<file path="config.mk">
export PLATFORM = sky130hd
export DESIGN_NAME = bcd_clock_set_editor_core_flat
export DESIGN_NICKNAME = d
export VERILOG_FILES = /design/src/hw/rtl/bcse_pkg.sv /design/src/hw/rtl/bcse_stream_if.sv /design/src/hw/rtl/bcd_clock_set_editor_core.sv /design/src/flat_wrapper.sv
export VERILOG_INCLUDE_DIRS = /design/src /design/src/hw/rtl
export SDC_FILE = /design/constraint.sdc
export NUM_CORES = 1
export LEC_CHECK = 0
export BUFFER_PORTS_ARGS = -buffer_cell sky130_fd_sc_hd__buf_2
export CORE_ASPECT_RATIO = 0.5
export CORE_UTILIZATION = 55
export DETAILED_ROUTE_END_ITERATION = 12
export HOLD_SLACK_MARGIN = 0.1
export PLACE_DENSITY = 0.87
export SLEW_MARGIN = 20
export SYNTH_ARGS = -nofsm -noshare
export SYNTH_HDL_FRONTEND = slang
export SYNTH_SLANG_ARGS = --single-unit
export TNS_END_PERCENT = 30
</file>
<file path="constraint.sdc">
create_clock -name clk -period 6.5 [get_ports clk]
set_clock_uncertainty 0.1 [all_clocks]
set_input_delay 0.325 -clock clk [delete_from_list [all_inputs] [get_ports clk]]
set_output_delay 0.325 -clock clk [all_outputs]
set_load 0.01 [all_outputs]
</file>
<file path="src/hw/rtl/assert_macros.svh">
// Concurrent assertion macros for the RTL.
`ifndef ASSERT_MACROS_SVH
`define ASSERT_MACROS_SVH
`ifndef NO_ASSERTIONS
`define ASSERT_IMP(label, clk, rst_n, ante, cons) \
	label: assert property (@(posedge clk) disable iff (!(rst_n)) (ante) |-> (cons)) \
		else $error("assertion failed");
`define ASSERT_NEXT(label, clk, rst_n, ante, cons) \
	label: assert property (@(posedge clk) disable iff (!(rst_n)) (ante) |=> (cons)) \
		else $error("assertion failed");
`else
`define ASSERT_IMP(label, clk, rst_n, ante, cons)
`define ASSERT_NEXT(label, clk, rst_n, ante, cons)
`endif
`endif

</file>
<file path="src/hw/rtl/bcse_pkg.sv">
// Types, key codes and digit tables for the BCD clock set editor.
package bcse_pkg;

	localparam int CURSOR_W = 5;

	// key mask bit positions
	localparam int KB_EXE   = 0;
	localparam int KB_CLEAR = 1;
	localparam int KB_LEFT  = 2;
	localparam int KB_RIGHT = 3;
	localparam int KB_UP    = 4;
	localparam int KB_DOWN  = 5;
	localparam int KB_SAVE  = 6;

	localparam logic signed [CURSOR_W-1:0] CURSOR_IDLE = -5'sd1;
	localparam logic signed [CURSOR_W-1:0] CURSOR_FIRST = 5'sd0;
	localparam logic signed [CURSOR_W-1:0] CURSOR_LAST = 5'sd13;

	typedef struct packed {
		logic [7:0]  seconds;
		logic [7:0]  minutes;
		logic [7:0]  hours;
		logic [7:0]  day;
		logic [7:0]  month;
		logic [15:0] year;
	} time_set_t;

	localparam time_set_t HELD_RESET = '{
		seconds: 8'h00, minutes: 8'h01, hours: 8'h00,
		day: 8'h01, month: 8'h06, year: 16'h2021
	};

	typedef struct packed {
		logic [6:0]  key_mask;
		logic [7:0]  rtc_seconds;
		logic [7:0]  rtc_minutes;
		logic [7:0]  rtc_hours;
		logic [7:0]  rtc_day;
		logic [7:0]  rtc_month;
		logic [15:0] rtc_year;
	} scan_item_t;

	typedef struct packed {
		logic signed [CURSOR_W-1:0] cursor_pos;
		logic [7:0]  shown_seconds;
		logic [7:0]  shown_minutes;
		logic [7:0]  shown_hours;
		logic [7:0]  shown_day;
		logic [7:0]  shown_month;
		logic [15:0] shown_year;
		logic        commit_flag;
		logic        quit_flag;
	} result_item_t;

	// Largest legal digit at each cursor position.
	function automatic logic [3:0] pos_max(input logic [3:0] pos);
		logic [3:0] m;
		case (pos)
			4'd0:    m = 4'd2;
			4'd2:    m = 4'd5;
			4'd4:    m = 4'd5;
			4'd10:   m = 4'd1;
			4'd12:   m = 4'd3;
			default: m = 4'd9;
		endcase
		return m;
	endfunction

	// Wrapping step of one BCD digit; a result above the max becomes 0, down from 0 gives the max.
	function automatic logic [3:0] step_digit(input logic [3:0] d, input logic up,
	                                          input logic [3:0] dmax);
		logic [4:0] inc;
		logic [3:0] dec;
		logic [3:0] r;
		inc = {1'b0, d} + 5'd1;
		dec = (d == 4'd0) ? dmax : d - 4'd1;
		if (up) begin
			r = (inc > {1'b0, dmax}) ? 4'd0 : inc[3:0];
		end else begin
			r = (dec > dmax) ? 4'd0 : dec;
		end
		return r;
	endfunction

endpackage

</file>
<file path="src/hw/rtl/bcse_stream_if.sv">
// Valid/ready stream channel with a typed payload.
interface bcse_stream_if #(
	parameter type payload_t = logic
);
	logic     valid;
	logic     ready;
	payload_t payload;

	modport source(output valid, output payload, input ready);
	modport sink(input valid, input payload, output ready);
endinterface

</file>
<file path="src/hw/rtl/bcd_clock_set_editor_core.sv">
// BCD clock time/date set editor: cursor, held values and result register.
//
// Usage: each key scan arrives on the scan channel with a 7-bit key mask and
// the RTC's current BCD seconds, minutes, hours, day, month and year. Every
// scan yields exactly one item on the result channel: cursor position (-1
// idle, 0..13 digit), the six held BCD values, a commit flag (write the six
// values to the RTC) and a quit flag (exe or clear pressed).
// The result is registered: a scan transferred at a clock edge shows its result
// from the next cycle on. Throughput is one scan per cycle while the result
// channel does not stall; the editor state and the result register are the same
// flops, updated by one pass of logic (cursor move, digit select and BCD wrap).
// scan.ready is high while the result register is empty or being drained in
// the same cycle, so a stalled receiver holds the result and blocks new scans
// without losing anything.
// Reset puts the cursor idle, the held values to 00:01:00 01.06.2021 and
// empties the result register.
module bcd_clock_set_editor_core (
	input logic clk,
	input logic arst_n,
	bcse_stream_if.sink   scan,
	bcse_stream_if.source result
);
	import bcse_pkg::*;

	`include "assert_macros.svh"

	logic signed [CURSOR_W-1:0] cursor_q;
	time_set_t                  held_q;
	logic                       commit_q;
	logic                       quit_q;
	logic                       out_valid_q;

	scan_item_t                 s;
	logic                       take;
	time_set_t                  vals;
	logic signed [CURSOR_W-1:0] cur_nx;
	logic                       commit_nx;
	logic                       quit_nx;
	logic                       step_up;
	logic [3:0]                 dmax;

	assign s          = scan.payload;
	assign scan.ready = !out_valid_q || result.ready;
	assign take       = scan.valid && scan.ready;

	always_comb begin
		if (cursor_q == CURSOR_IDLE) begin
			vals = '{seconds: s.rtc_seconds, minutes: s.rtc_minutes,
			         hours: s.rtc_hours, day: s.rtc_day,
			         month: s.rtc_month, year: s.rtc_year};
		end else begin
			vals = held_q;
		end
		cur_nx    = cursor_q;
		commit_nx = 1'b0;
		quit_nx   = 1'b0;
		step_up   = !s.key_mask[KB_DOWN];
		dmax      = pos_max(cursor_q[3:0]);
		if (s.key_mask[KB_EXE] || s.key_mask[KB_CLEAR]) begin
			quit_nx = 1'b1;
		end else begin
			if (s.key_mask[KB_LEFT] && cur_nx > CURSOR_FIRST) begin
				cur_nx = cur_nx - 5'sd1;
			end
			if (s.key_mask[KB_RIGHT] && cur_nx < CURSOR_LAST) begin
				cur_nx = cur_nx + 5'sd1;
			end
			dmax = pos_max(cur_nx[3:0]);
			if ((s.key_mask[KB_UP] || s.key_mask[KB_DOWN]) && cur_nx >= CURSOR_FIRST) begin
				case (cur_nx[3:0])
					4'd0:  vals.hours[7:4]    = step_digit(vals.hours[7:4], step_up, dmax);
					4'd1:  vals.hours[3:0]    = step_digit(vals.hours[3:0], step_up, dmax);
					4'd2:  vals.minutes[7:4]  = step_digit(vals.minutes[7:4], step_up, dmax);
					4'd3:  vals.minutes[3:0]  = step_digit(vals.minutes[3:0], step_up, dmax);
					4'd4:  vals.seconds[7:4]  = step_digit(vals.seconds[7:4], step_up, dmax);
					4'd5:  vals.seconds[3:0]  = step_digit(vals.seconds[3:0], step_up, dmax);
					4'd6:  vals.year[15:12]   = step_digit(vals.year[15:12], step_up, dmax);
					4'd7:  vals.year[11:8]    = step_digit(vals.year[11:8], step_up, dmax);
					4'd8:  vals.year[7:4]     = step_digit(vals.year[7:4], step_up, dmax);
					4'd9:  vals.year[3:0]     = step_digit(vals.year[3:0], step_up, dmax);
					4'd10: vals.month[7:4]    = step_digit(vals.month[7:4], step_up, dmax);
					4'd11: vals.month[3:0]    = step_digit(vals.month[3:0], step_up, dmax);
					4'd12: vals.day[7:4]      = step_digit(vals.day[7:4], step_up, dmax);
					4'd13: vals.day[3:0]      = step_digit(vals.day[3:0], step_up, dmax);
					default: ;
				endcase
			end
			if (s.key_mask[KB_SAVE]) begin
				cur_nx    = CURSOR_IDLE;
				commit_nx = 1'b1;
			end
		end
	end

	// editor state doubles as the result register
	always_ff @(posedge clk or negedge arst_n) begin
		if (!arst_n) begin
			cursor_q    <= CURSOR_IDLE;
			held_q      <= HELD_RESET;
			commit_q    <= 1'b0;
			quit_q      <= 1'b0;
			out_valid_q <= 1'b0;
		end else begin
			if (take) begin
				cursor_q    <= cur_nx;
				held_q      <= vals;
				commit_q    <= commit_nx;
				quit_q      <= quit_nx;
				out_valid_q <= 1'b1;
			end else if (result.ready) begin
				out_valid_q <= 1'b0;
			end
		end
	end

	assign result.valid   = out_valid_q;
	assign result.payload = '{
		cursor_pos: cursor_q,
		shown_seconds: held_q.seconds, shown_minutes: held_q.minutes,
		shown_hours: held_q.hours, shown_day: held_q.day,
		shown_month: held_q.month, shown_year: held_q.year,
		commit_flag: commit_q, quit_flag: quit_q
	};

	`ASSERT_IMP(a_commit_idle, clk, arst_n, out_valid_q && commit_q, cursor_q == CURSOR_IDLE && !quit_q)
	`ASSERT_NEXT(a_scan_result, clk, arst_n, take, out_valid_q)
	`ASSERT_IMP(a_cursor_range, clk, arst_n, 1'b1, cursor_q == CURSOR_IDLE || (cursor_q >= CURSOR_FIRST && cursor_q <= CURSOR_LAST))

endmodule

</file>
<file path="src/flat_wrapper.sv">
// flat-port wrapper written by rule: the top's interface ports become plain ports
module bcd_clock_set_editor_core_flat import bcse_pkg::*;
  (clk, arst_n, scan_valid, scan_payload, scan_ready, result_valid, result_payload, result_ready);
  bcse_stream_if #(.payload_t(scan_item_t)) scan_i ();
  bcse_stream_if #(.payload_t(result_item_t)) result_i ();
  input logic clk;
  input logic arst_n;
  input wire logic [$bits(scan_i.valid)-1:0] scan_valid;
  input wire logic [$bits(scan_i.payload)-1:0] scan_payload;
  output wire logic [$bits(scan_i.ready)-1:0] scan_ready;
  output wire logic [$bits(result_i.valid)-1:0] result_valid;
  output wire logic [$bits(result_i.payload)-1:0] result_payload;
  input wire logic [$bits(result_i.ready)-1:0] result_ready;
  assign scan_i.valid = scan_valid;
  assign scan_i.payload = scan_payload;
  assign scan_ready = scan_i.ready;
  assign result_valid = result_i.valid;
  assign result_payload = result_i.payload;
  assign result_i.ready = result_ready;
  bcd_clock_set_editor_core u_core (.clk(clk), .arst_n(arst_n), .scan(scan_i), .result(result_i));
endmodule
</file>
# ---- After elaboration in Yosys (flattened, before gate mapping)
# Index checks and enable logic that the tools add are counted.
dict set report word_totals {
  inputBits 67
  register_bits 64
}
dict set report classes {
  n_eq_ne 14
  reduce_logical 26
  mux 85
  n_lt_le_gt_ge 31
  bitwise 1
  addsub 30
}
# op count
set op_table {}
lappend op_table {{4-bit two-way mux} 71}
lappend op_table {{56-bit two-way mux} 3}
lappend op_table {{4-bit by 1-bit adder with 5-bit output, second input constant} 14}
lappend op_table {{5-bit by 4-bit greater-than comparator with 1-bit output} 14}
lappend op_table {{4-bit zero test} 15}
lappend op_table {{4-bit greater-than comparator} 14}
lappend op_table {{4-bit by 1-bit subtractor with 4-bit output, second input constant} 14}
lappend op_table {{5-bit two-way mux} 5}
lappend op_table {{4-bit equality test, second input constant} 6}
lappend op_table {{4-bit by 3-bit equality test with 1-bit output, second input constant} 4}
lappend op_table {{4-bit one-hot mux with 4 select lines} 1}
lappend op_table {{4-bit by 2-bit equality test with 1-bit output, second input constant} 2}
lappend op_table {{5-bit by 2-bit adder with 5-bit output, second input constant} 1}
lappend op_table {{5-bit by 1-bit equality test with 1-bit output, second input constant} 1}
lappend op_table {{5-bit by 1-bit >= comparator with 1-bit output, second input constant} 1}
lappend op_table {{5-bit by 1-bit greater-than comparator with 1-bit output, second input constant} 1}
lappend op_table {{5-bit less-than comparator, second input constant} 1}
lappend op_table {{1-bit two-way mux} 5}
lappend op_table {{5-bit by 2-bit subtractor with 5-bit output, second input constant} 1}
lappend op_table {{4-bit by 1-bit equality test with 1-bit output, second input constant} 1}
lappend op_table {{1-bit logical AND} 4}
lappend op_table {{1-bit logical OR} 3}
lappend op_table {{2-bit AND reduction} 1}
lappend op_table {{2-bit nonzero test} 1}
lappend op_table {{3 further kinds} 3}

# ---- Longest topological paths before layout
dict set report logic_depth {
  ltp_word 19
  mapped_depth 26
  ltp_nobuf 24
}

# ---- Least setup slack after synthesis
# Ideal clock, no wire load.
dict set report synth_path {
  kind {flip-flop to flip-flop}
  start {reg u_core.cursor_q[1]}
  end {reg u_core.held_q (netlist bit u_core.result.payload[3])}
  path_buffers 2
  path_slack_ns 0.581
  path_stages_with_launch 23
  setup_time_ns 0.082
  t_arrival_ns 5.737
  path_cell_list {dfstp_2 > buf_6 > inv_1 > ha_1 > nor3b_1 > nor3_1 > nor2_1 > inv_1 > ha_1 > nand2_1 > or3b_2 > o2bb2ai_4 > xnor2_1 > clkbuf_1 > nand2_1 > ha_1 > nor2b_1 > o21ai_0 > o21ai_1 > a2111oi_2 > a21oi_1 > or3b_1 > a31oi_1}
}
dict set report synth_via {
  elab_chain_cells 19
  word_cells_on_any_way 35
}
# element line
set synth_lines {}
lappend synth_lines {{from (decl)} bcd_clock_set_editor_core.sv:27} ;# logic signed [CURSOR_W-1:0] cursor_q;
lappend synth_lines {{from (signal assigned)} bcd_clock_set_editor_core.sv:105} ;# cursor_q <= cur_nx;
lappend synth_lines {{5-bit by 1-bit greater-than comparator with 1-bit output} bcd_clock_set_editor_core.sv:62} ;# if (s.key_mask[KB_LEFT] && cur_nx > CURSOR_FIRST) begin
lappend synth_lines {{1-bit logical AND} bcd_clock_set_editor_core.sv:62}
lappend synth_lines {{5-bit two-way mux} bcd_clock_set_editor_core.sv:62}
lappend synth_lines {{5-bit two-way mux} bcd_clock_set_editor_core.sv:59} ;# if (s.key_mask[KB_EXE] || s.key_mask[KB_CLEAR]) begin
lappend synth_lines {{5-bit less-than comparator} bcd_clock_set_editor_core.sv:65} ;# if (s.key_mask[KB_RIGHT] && cur_nx < CURSOR_LAST) begin
lappend synth_lines {{1-bit logical AND} bcd_clock_set_editor_core.sv:65}
lappend synth_lines {{5-bit two-way mux} bcd_clock_set_editor_core.sv:65}
lappend synth_lines {{5-bit two-way mux} bcd_clock_set_editor_core.sv:59}
lappend synth_lines {{(+3 left out)} -}
lappend synth_lines {{4-bit two-way mux} bcd_clock_set_editor_core.sv:59}
lappend synth_lines {{4-bit two-way mux} bcse_pkg.sv:76} ;# dec = (d == 4'd0) ? dmax : d - 4'd1;
lappend synth_lines {{4-bit greater-than comparator} bcse_pkg.sv:80} ;# r = (dec > dmax) ? 4'd0 : dec;
lappend synth_lines {{4-bit two-way mux} bcse_pkg.sv:80}
lappend synth_lines {{4-bit two-way mux} bcse_pkg.sv:77} ;# if (up) begin
lappend synth_lines {{4-bit two-way mux} bcd_clock_set_editor_core.sv:70} ;# case (cur_nx[3:0])
lappend synth_lines {{56-bit two-way mux} bcd_clock_set_editor_core.sv:69} ;# if ((s.key_mask[KB_UP] || s.key_mask[KB_DOWN]) && cur_nx >= CURSOR_FIRST) begin
lappend synth_lines {{56-bit two-way mux *} bcd_clock_set_editor_core.sv:59}
lappend synth_lines {{to (signal assigned)} bcd_clock_set_editor_core.sv:106} ;# held_q <= vals;
lappend synth_lines {{to (decl)} bcd_clock_set_editor_core.sv:28} ;# time_set_t held_q;
# Every way passes the cells marked *; elsewhere a longest branch is shown, timed or not. The select of a mux whose other input is x is not followed.
# A chain may end at the register's enable or synchronous reset.

# ---- Worst setup path in the final report
dict set report layout_path {
  start {reg u_core.cursor_q[0]}
  end {reg u_core.held_q (netlist bit u_core.result.payload[4])}
}
# Same word-level chain as after synthesis.

==> impl_metrics.prom <==
# TYPE chip_impl_metric gauge
chip_impl_metric{name="syn-cell-area",unit="mm^2"} 0.00968
chip_impl_metric{name="synth.net_count",unit=""} 1509
chip_impl_metric{name="post_route_cells_drive_above_1_share",unit="%"} 15.5
chip_impl_metric{name="yosys.area.top_type_share",unit="%"} 13.4
chip_impl_info{name="yosys.area.top_type",value="sky130_fd_sc_hd__dfrtp_1"} 1
chip_impl_metric{name="placed_cell_area",unit="mm^2"} 0.0105
chip_impl_metric{name="grt.overflow.total",unit=""} 0
chip_impl_metric{name="coreArea",unit="mm^2"} 0.0168
chip_impl_metric{name="syn_inst",unit=""} 1339
chip_impl_metric{name="num-fill-cells",unit=""} 1491
chip_impl_metric{name="stdcell_area",unit="mm^2"} 0.0108
chip_impl_metric{name="synth.lib_cells_used.distinct",unit=""} 92
chip_impl_metric{name="multiInputGateArea",unit="mm^2"} 0.00751
chip_impl_metric{name="worst-endpoint-required",unit="ps"} 6650
chip_impl_metric{name="r2r_slack",unit="ps"} 520
chip_impl_metric{name="detail-route-antenna-nets",unit=""} 0
chip_impl_metric{name="routed_wire_length_per_instance",unit="um"} 19.4
chip_impl_metric{name="dieArea",unit="mm^2"} 0.0182
chip_impl_info{name="synth-main-ff-cell",value="sky130_fd_sc_hd__dfrtp_1"} 1
chip_impl_metric{name="cts_h_tree_depth",unit=""} 3
chip_impl_metric{name="cts_hold_buf",unit=""} 0
chip_impl_metric{name="setup_viol_count_final",unit=""} 0
chip_impl_metric{name="vias",unit=""} 11000
chip_impl_metric{name="critPathMaxStageDelay",unit="ps"} 510
chip_impl_info{name="outcome",value="finished, final reports clean"} 1
chip_impl_metric{name="cts_buffers",unit=""} 9
chip_impl_metric{name="hold_violations",unit=""} 0
chip_impl_metric{name="grt_antenna_before_repair",unit=""} 0
chip_impl_metric{name="dr.first_iter.drc_count",unit=""} 1273
chip_impl_metric{name="area_growth_syn_to_layout",unit="%"} 11.6
chip_impl_metric{name="dp_worst_setup_slack",unit="ps"} 721
chip_impl_metric{name="horizontal_die_dimension",unit="um"} 190
chip_impl_metric{name="placement.io_buffers",unit=""} 131
chip_impl_metric{name="grt_first_pass_wirelength",unit="um"} 51000
chip_impl_metric{name="ys_ff_latch",unit=""} 64
chip_impl_metric{name="place.gp.congestion",unit=""} 0.976
chip_impl_metric{name="clock-sinks",unit=""} 64
chip_impl_metric{name="clock_pin_slew_of_the_registers_on_the_worst_case_setup_and_hold_paths",unit="ps"} 60
chip_impl_metric{name="count_of_cells_along_the_worst_register_to_register_path",unit=""} 22
chip_impl_metric{name="dp.final_hpwl",unit="um"} 23100
chip_impl_metric{name="fin_nets",unit=""} 1606
chip_impl_info{name="synth.most_common_cell",value="sky130_fd_sc_hd__nand2_1"} 1
chip_impl_metric{name="post_synth_and_or_nand_nor_area_fraction",unit="%"} 25.4
chip_impl_metric{name="ctsResizeCount",unit=""} 0
chip_impl_info{name="synth_area_leaders",value="sky130_fd_sc_hd__dfrtp_1 (13%), sky130_fd_sc_hd__ha_1 (13%), sky130_fd_sc_hd__nand2_1 (7.2%), sky130_fd_sc_hd__a21oi_1 (5.7%), sky130_fd_sc_hd__mux2i_1 (4.7%)"} 1
chip_impl_info{name="worst_r2r_endpoint",value="u_core.result.payload[4]$_DFFE_PN0P_"} 1
chip_impl_metric{name="die-height",unit="um"} 95.8
chip_impl_metric{name="route.detailed.drc",unit=""} 0
chip_impl_metric{name="yosysWarnings",unit=""} 0
chip_impl_metric{name="layout.area.seq",unit="mm^2"} 0.00162
chip_impl_info{name="worstSetupStartpointType",value="flop"} 1
chip_impl_metric{name="timing_max_transition_violations_final",unit=""} 0
chip_impl_metric{name="max_freq",unit="MHz"} 167
chip_impl_metric{name="accumulated_negative_setup_slack",unit="ps"} 0
chip_impl_metric{name="cts_post_setup_buffers_inserted",unit=""} 0
chip_impl_metric{name="synthesized_area_fraction_occupied_by_ao_oa_aoi_and_oai_cells",unit="%"} 28.6
chip_impl_metric{name="antenna_cells_inserted",unit=""} 0
chip_impl_metric{name="max_slew_margin",unit="%"} 36.8
chip_impl_metric{name="synthArstFlopShare",unit="%"} 100
chip_impl_metric{name="io_pins",unit=""} 132
chip_impl_metric{name="period_needed",unit="ps"} 5980
chip_impl_info{name="top_cell_types_by_occurrence_after_synthesis",value="sky130_fd_sc_hd__nand2_1 (187), sky130_fd_sc_hd__a21oi_1 (111), sky130_fd_sc_hd__ha_1 (103)"} 1
chip_impl_info{name="critical_path.cell_chain",value="inv_1 -> ha_1 -> nor3b_1 -> nor3_1 -> nor2_1 -> inv_1 -> ha_1 -> nand2_1 -> or3b_2 -> o2bb2ai_4 -> xnor2_1 -> buf_4 -> a21oi_1 -> a21oi_1 -> ha_1 -> nor2b_1 -> o21ai_0 -> o21ai_1 -> a2111oi_2 -> a21oi_1 -> a211o_1 -> a31oi_1"} 1
chip_impl_metric{name="synthesis.area_per_instance",unit="um^2"} 7.23
chip_impl_metric{name="synth_seq_area_share",unit="%"} 16.7
chip_impl_metric{name="synthXorXnorAreaFrac",unit="%"} 3.62
chip_impl_metric{name="detail_route.wirelength",unit="um"} 32400
chip_impl_info{name="r2r_start",value="u_core.cursor_q[0]$_DFFE_PN1P_"} 1
chip_impl_metric{name="post_synth_fa_ha_maj_area_fraction",unit="%"} 14.3
chip_impl_metric{name="grt_max_degree",unit=""} 65
chip_impl_metric{name="yosys-mux-area-fraction",unit="%"} 5.61
chip_impl_metric{name="finalWorstSetupSlack",unit="ps"} 520
chip_impl_info{name="worstHoldPathType",value="input pin to asynchronous set/reset pin"} 1
chip_impl_metric{name="clock_tree_buffer_depth",unit=""} 2
chip_impl_metric{name="vias_per_cell",unit=""} 6.62
chip_impl_metric{name="cp.arrival",unit="ps"} 6130
chip_impl_metric{name="clkLatencyLatePin",unit="ps"} 350
chip_impl_metric{name="crit_fanout",unit=""} 14
chip_impl_metric{name="final_min_period_over_clock_period",unit="%"} 92.0
chip_impl_metric{name="initial_utilization",unit="%"} 57.6
chip_impl_metric{name="drt_pre_antenna_iters",unit=""} 6
chip_impl_metric{name="cap_violations",unit=""} 0
chip_impl_info{name="grt_setup_unrepaired",value="no"} 1
chip_impl_metric{name="globalRouteTotalUtil",unit="%"} 35.2
chip_impl_metric{name="rows",unit=""} 33
chip_impl_metric{name="grt_pass1_vias",unit=""} 10200
chip_impl_metric{name="worst_slew_pin_slew",unit="ps"} 922
chip_impl_info{name="cp_slowest_cell",value="sky130_fd_sc_hd__or3b_2"} 1
chip_impl_info{name="main_combinational_cell_family_by_area_after_synthesis",value="compound AO/OA/AOI/OAI gates"} 1
chip_impl_info{name="tritoncts",value="done"} 1
chip_impl_metric{name="finalCoreUtilization",unit="%"} 64.3
chip_impl_info{name="clock-root-buffer",value="sky130_fd_sc_hd__clkbuf_16"} 1
chip_impl_info{name="setup.worst_path.class",value="flop to flop"} 1
chip_impl_info{name="setup.worst_path.end_class",value="flop"} 1
chip_impl_metric{name="count_of_flip_flops_with_a_built_in_enable_after_synthesis",unit=""} 0
-- registers in the layout, indices dropped and copies added, names as in the netlist --
signal and cells:
u_core.result.valid 1, u_core.quit_q 1, u_core.commit_q 1, u_core.cursor_q 5
u_core.result.payload 56
-- layout by cell type, fill, tap and decap left out, types with 34 or more instances in the layout --
| cell type | count |
|---|---|
| sky130_fd_sc_hd__dfrtp_1 | 52 |
| sky130_fd_sc_hd__o22ai_1 | 34 |
| sky130_fd_sc_hd__o21ai_0 | 88 |
| sky130_fd_sc_hd__inv_1 | 58 |
| sky130_fd_sc_hd__ha_1 | 103 |
| sky130_fd_sc_hd__nand3_1 | 73 |
| sky130_fd_sc_hd__buf_2 | 131 |
| sky130_fd_sc_hd__a21oi_1 | 111 |
| sky130_fd_sc_hd__nor2_1 | 99 |
| sky130_fd_sc_hd__nand2_1 | 187 |
| sky130_fd_sc_hd__xnor2_1 | 36 |
| sky130_fd_sc_hd__mux2i_1 | 45 |
| sky130_fd_sc_hd__nor3_1 | 45 |
-- metal layers --
metal	global-route usage [%]	wire length (um)	part of all wire (%)	up-vias
li1	-	-	-	5145
met1	45.8	13700	42	5200
met2	58.5	14500	45	610
met3	7.33	3440	11	81
met4	11.7	744	2.3	0
met5	0	0	0	-
-- cell families after synthesis --
family          count (synthesis)
simple gates                  521
compound gates                419
buf+inv                       131
fa+ha+maj                     112
flops                          64
mux                            52
xor+xnor                       40
-- critical path: cells and delay by family, from the launching register on --
family / cells / cell delay [ps]
DFF: 1 / 410
adders and majority gates: 3 / 730
buffers and inverters: 3 / 570
AOI/OAI and AO/OA: 9 / 2050
xor gates and xnor gates: 1 / 220
and+or+nand+nor: 6 / 1790
-- through the flow --
stage / cells / hold WS (ps)
floorplan: 1339 / -70.6
global placement: 1652 / 363
detailed placement: 1652 / 371
CTS: 1668 / 110
global route: 1668 / 127
finish: 1668 / 111
-- area by class of cell --
| class | instances | area share, % |
|---|---|---|
| multi-input combinational | 1144 | 69.5 |
| clock inverter | 3 | 0.602 |
| tap | 227 | 2.63 |
| inverter | 60 | 2.11 |
| clock buffer | 13 | 2.32 |
| sequential | 64 | 15.0 |
| timing repair buffer | 157 | 7.88 |
-- worst max-delay path by stage --
stage                              startpoint                                    end  slack (ps)  cells past startpoint
3_5_place_dp   u_core.cursor_q[0]$_DFFE_PN1P_  u_core.result.payload[24]$_DFFE_PN0P_         720                     23
3_3_place_gp   u_core.cursor_q[0]$_DFFE_PN1P_  u_core.result.payload[44]$_DFFE_PN0P_         980                     23
5_1_grt        u_core.cursor_q[0]$_DFFE_PN1P_   u_core.result.payload[4]$_DFFE_PN0P_          90                     22
4_1_cts        u_core.cursor_q[0]$_DFFE_PN1P_  u_core.result.payload[24]$_DFFE_PN0P_         690                     23
6_report       u_core.cursor_q[0]$_DFFE_PN1P_   u_core.result.payload[4]$_DFFE_PN0P_         520                     22
2_1_floorplan  u_core.cursor_q[1]$_DFFE_PN1P_   u_core.result.payload[3]$_DFFE_PN0P_         580                     22
Power is left out: the tool's default activity adds up to more than one toggle a clock period on the data nets, which glitch-free logic cannot reach.
